$ cat config.mk
export PLATFORM = sky130hd
export DESIGN_NAME = mi4_mac
export DESIGN_NICKNAME = d
export VERILOG_FILES = /design/src/rtl/core/mi4_pkg.sv /design/src/rtl/core/mi4_mac.sv
export SDC_FILE = /design/constraint.sdc
export NUM_CORES = 2
export LEC_CHECK = 0
export BUFFER_PORTS_ARGS = -buffer_cell sky130_fd_sc_hd__clkbuf_2
export CORE_ASPECT_RATIO = 1.4
export CORE_UTILIZATION = 30
export CTS_CLUSTER_DIAMETER = 80
export DETAILED_ROUTE_END_ITERATION = 12
export GPL_TIMING_DRIVEN = 0
export REMOVE_ABC_BUFFERS = 1
export SETUP_SLACK_MARGIN = 0.15
export SKIP_LAST_GASP = 1
export SLEW_MARGIN = 25
export SYNTH_ARGS = -nofsm -noshare
export SYNTH_HDL_FRONTEND = slang
export SYNTH_SLANG_ARGS = --single-unit
$ cat constraint.sdc
create_clock -name clk_i -period 15.15 [get_ports clk_i]
set_clock_uncertainty 0.15 [all_clocks]
set_input_delay 4.545 -clock clk_i [delete_from_list [all_inputs] [get_ports clk_i]]
set_output_delay 4.545 -clock clk_i [all_outputs]
set_load 0.02 [all_outputs]
$ cat src/rtl/core/mi4_pkg.sv
// ----------------------------------------------------------------------------
// mi4_pkg: shared constants and types for the 4x4 fixed-point matrix inverse
// Holds default widths, the width of the exact intermediate words and the
// arithmetic-unit operation codes.
// ----------------------------------------------------------------------------
package mi4_pkg;

  localparam int unsigned FractionBitsDefault = 16;
  localparam int unsigned ElemW  = 32;
  localparam int unsigned NumElem = 16;
  localparam int unsigned IdxW   = 4;
  // Cofactor: 3 x 32-bit product plus sum growth; determinant: 4 x 32 plus growth.
  localparam int unsigned CofW   = 100;
  localparam int unsigned DetW   = 132;

  typedef enum logic [1:0] {
    OP_LOAD = 2'd0,   // acc = product
    OP_ADD  = 2'd1,   // acc = acc + product
    OP_SUB  = 2'd2    // acc = acc - product
  } alu_op_e;

  // Multiply-accumulate request from the sequencer.
  typedef struct packed {
    logic    start;
    alu_op_e op;
  } mac_ctrl_t;

endpackage

$ cat src/rtl/core/mi4_mac.sv
// ----------------------------------------------------------------------------
// mi4_mac: shared signed multiply-accumulate unit
// Multiplies a 32-bit operand with a wide operand in 32-bit chunks, one partial
// product per cycle, then loads, adds or subtracts the result into the accumulator.
// ----------------------------------------------------------------------------
module mi4_mac (
  input  logic                              clk_i,
  input  logic                              rst_ni,
  input  mi4_pkg::mac_ctrl_t                ctrl_i,
  input  logic signed [mi4_pkg::ElemW-1:0]  a_i,
  input  logic signed [mi4_pkg::DetW-1:0]   b_i,
  input  logic signed [mi4_pkg::DetW-1:0]   acc_in_i,
  output logic                              busy_o,
  output logic                              done_o,
  output logic signed [mi4_pkg::DetW-1:0]   acc_o
);

  localparam int unsigned DW = mi4_pkg::DetW;
  localparam int unsigned NChunk = (DW + 31) / 32;
  localparam int unsigned PadW = NChunk * 32;
  localparam int unsigned CntW = $clog2(NChunk + 1);

  logic [CntW-1:0]           cnt_q, cnt_d;
  logic                      busy_q, busy_d, done_q, done_d;
  logic                      neg_q, neg_d;
  logic [31:0]               ma_q, ma_d;
  logic [PadW-1:0]           mb_q, mb_d;
  logic [DW-1:0]             prod_q, prod_d;
  logic signed [DW-1:0]      acc_q, acc_d;
  mi4_pkg::alu_op_e          op_q, op_d;
  logic [63:0]               pp;
  logic [31:0]               chunk;
  logic signed [DW-1:0]      sprod;

  always_comb begin
    chunk = mb_q[cnt_q[CntW-1:0]*32 +: 32];
    pp    = {32'd0, ma_q} * {32'd0, chunk};
    sprod = neg_q ? -$signed(prod_q) : $signed(prod_q);
  end

  always_comb begin
    cnt_d = cnt_q; busy_d = busy_q; done_d = 1'b0; neg_d = neg_q;
    ma_d = ma_q; mb_d = mb_q; prod_d = prod_q; acc_d = acc_q; op_d = op_q;
    if (ctrl_i.start && !busy_q) begin
      busy_d = 1'b1;
      cnt_d  = '0;
      op_d   = ctrl_i.op;
      neg_d  = a_i[mi4_pkg::ElemW-1] ^ b_i[DW-1];
      ma_d   = a_i[mi4_pkg::ElemW-1] ? 32'(-a_i) : 32'(a_i);
      mb_d   = PadW'(b_i[DW-1] ? DW'(-b_i) : DW'(b_i));
      prod_d = '0;
      acc_d  = acc_in_i;
    end else if (busy_q) begin
      if (cnt_q == CntW'(NChunk)) begin
        busy_d = 1'b0;
        done_d = 1'b1;
        case (op_q)
          mi4_pkg::OP_LOAD: acc_d = sprod;
          mi4_pkg::OP_ADD:  acc_d = acc_q + sprod;
          mi4_pkg::OP_SUB:  acc_d = acc_q - sprod;
          default:          acc_d = sprod;
        endcase
      end else begin
        prod_d = prod_q + DW'({{(PadW){1'b0}}, pp} << (cnt_q * 32));
        cnt_d  = cnt_q + 1'b1;
      end
    end
  end

  always_ff @(posedge clk_i or negedge rst_ni) begin
    if (!rst_ni) begin
      busy_q <= 1'b0;
      done_q <= 1'b0;
      cnt_q  <= '0;
    end else begin
      busy_q <= busy_d;
      done_q <= done_d;
      cnt_q  <= cnt_d;
    end
  end

  always_ff @(posedge clk_i) begin
    neg_q <= neg_d; ma_q <= ma_d; mb_q <= mb_d;
    prod_q <= prod_d; acc_q <= acc_d; op_q <= op_d;
  end

  assign busy_o = busy_q;
  assign done_o = done_q;
  assign acc_o  = acc_q;

endmodule

==> reports/results.ini <==
[routing]
routed_via_density=5.36
dr.first_iter.drc_count=5337
wl_um=288000
num_vias=70400
wl_per_cell_um=21.9
dr.pass1.iters=5
ant_nets=0
drc=0

[worst_setup_path]
slowest_delay_ps=810
r2r_slack_ps=470
rr_endpoint=prod_q[123]
r2r-start=cnt_q[0]
reg2reg_depth=45
crit_slowest_cell=xnor2_1
worstSetupPathType=register to register
start_kind=register
worst_ep_arrival_time_ps=15140
cp_data_required_time_ps=15610
startpoint=cnt_q[0]
path_max_fanout=33
cp_common_cell=fa_1
endpoint=prod_q[123]
endpoint_kind=register

[clock_tree]
cts_made_buffers=54
insertion_delay_ps=750
cts_buffer_depth=3
cts-root-buf=clkbuf_16
cts_sinks=436
cts_tree=yes
path_clk_slew_ps=60
cts_max_level=2
hold_buffers=0

[timing]
maxSlewHeadroom_pct=24.4
fin_crit_sh_pct=96.9
fin_ws_ps=469
holdWs_ps=352
fmax_mhz=68.1
rsz0062_at_grt=true
finalSetupViolations=0
fin_tns_setup_ps=0
hold_viol=0
tightestPinTransition_ps=1130
slew_viol_final=0
finalCriticalPeriod_ps=14680

[yosys]
syn_avg_cell_area_um2=8.24
synth.yosys.warnings=0
synthCells=9565
synth_seq_cells=436
synthArstFlopShare_pct=1.15
ys_seq_area_share_pct=14.9
synth_edf_count=299
ys.flop_type=edfxtp_1
netlist_area_mm2=0.0788
synth_cell_types=96

[floorplanning]
rows=222
die-area_mm2=0.265
die_w_um=435
io-pin-count=435
coreArea_mm2=0.261
die_y_um=608
start_util_pct=30.2

[layout]
fill_cells=27600
nets=11300
layout-drive-gt1-share_pct=8.79
area_growth_pct=11.1
final_cell_mix=nand2_1, inv_1, fa_1
final_common_cell=nand2_1
post-route-util_pct=33.5

[placement]
dp_slack_ps=-1330
dp_hpwl_um=242000
io_buffers=434
place_congestion=0.974

[grt]
grt_max_degree=129
grt_pass1_wl_um=435000
grtUsageTotal_pct=21.2
grt_pass1_vias=72000
antenna_found_initial=13
grt_remaining_overflow=0

[run]
cap_violations=0

[hold_path]
hp-class=register to register
hold_path_startpoint=prod_q[131]

[outcome]
status=finished clean

routing by layer:
metal / up-vias / track usage, % / share of wire [%]
met5: - / 0 / 0.022
met4: 10 / 11.5 / 6.1
met3: 707 / 2.24 / 5.0
met2: 2375 / 37.7 / 50
met1: 34900 / 24.8 / 39
li1: 32400 / - / -
registers in the layout (all words and copies together) (netlist names):
register	cells
acc_o	132
done_o	1
busy_o	1
prod_q	132
ma_q	32
cnt_q	3
neg_q	1
op_q	2
mb_q	132
critical path, delay by kind of cell, from the launching register on:
kind | cells | cell delay (ps)
flip-flops | 1 | 660
AND/OR/NAND/NOR | 11 | 2410
buffers and inverters | 6 | 1110
XOR/XNOR | 2 | 1160
multiplexers | 1 | 290
adder cells (fa/ha/maj) | 10 | 4790
AO/OA/AOI/OAI | 15 | 3890
cell type report:
cell class	instances	area, µm²	share of cell area (%)
Inverter	1004	3780	4.31
Antenna cell	4	10.0	0.0114
Multi-Input combinational cell	7539	61400	70.1
Tap cell	3472	4340	4.96
Timing Repair Buffer	565	4450	5.08
Sequential cell	436	11800	13.4
Clock inverter	34	395	0.451
Clock buffer	68	1450	1.65
worst min-delay path by stage:
stage                  end  slack (ps)  depth (start not counted)
2_1_floorplan  prod_q[131]         310                          1
3_3_place_gp   prod_q[131]         330                          1
3_5_place_dp   prod_q[131]         350                          1
4_1_cts        prod_q[131]         360                          1
5_1_grt         prod_q[16]         390                          2
6_report       prod_q[131]         350                          1
cell usage after synthesis (205+ instances only):
library cell / count / area, µm²
ha_1: 531 / 6640
a21oi_1: 739 / 3700
o21ai_0: 431 / 2160
a21o_1: 205 / 1540
clkbuf_1: 534 / 2000
fa_1: 898 / 18000
inv_1: 1002 / 3760
nor2_1: 570 / 2140
edfxtp_1: 299 / 8980
and2_1: 475 / 2970
xnor2_1: 470 / 4120
xor2_1: 253 / 2220
nand2_1: 1102 / 4140
timing repair:
item | 4_1_cts | 5_1_grt
pin swaps | 0 | 3
endpoints found under the setup margin | 55 | 24
gates resized for setup | 15 | 14
buffers inserted | 0 | 4
cells by family after synthesis:
kind of cell / after synthesis / synth area share [%]
AND/OR/NAND/NOR: 3244 / 20.4
adder cells (fa/ha/maj): 1429 / 31.2
multiplexers: 74 / 1.48
XOR/XNOR: 724 / 8.05
buffers and inverters: 1590 / 7.61
AO/OA/AOI/OAI: 2068 / 16.3
flip-flops: 436 / 14.9
per-stage QoR:
| stage | area [µm²] | std cells |
|---|---|---|
| floorplan | 76600 | 8979 |
| global placement | 83100 | 12900 |
| detailed placement | 85500 | 13000 |
| CTS | 87400 | 13100 |
| global route | 87600 | 13100 |
| finish | 87600 | 13100 |
Power is not shown: default switching activity piles up to over one toggle a cycle in this logic, so the estimate is an artifact.
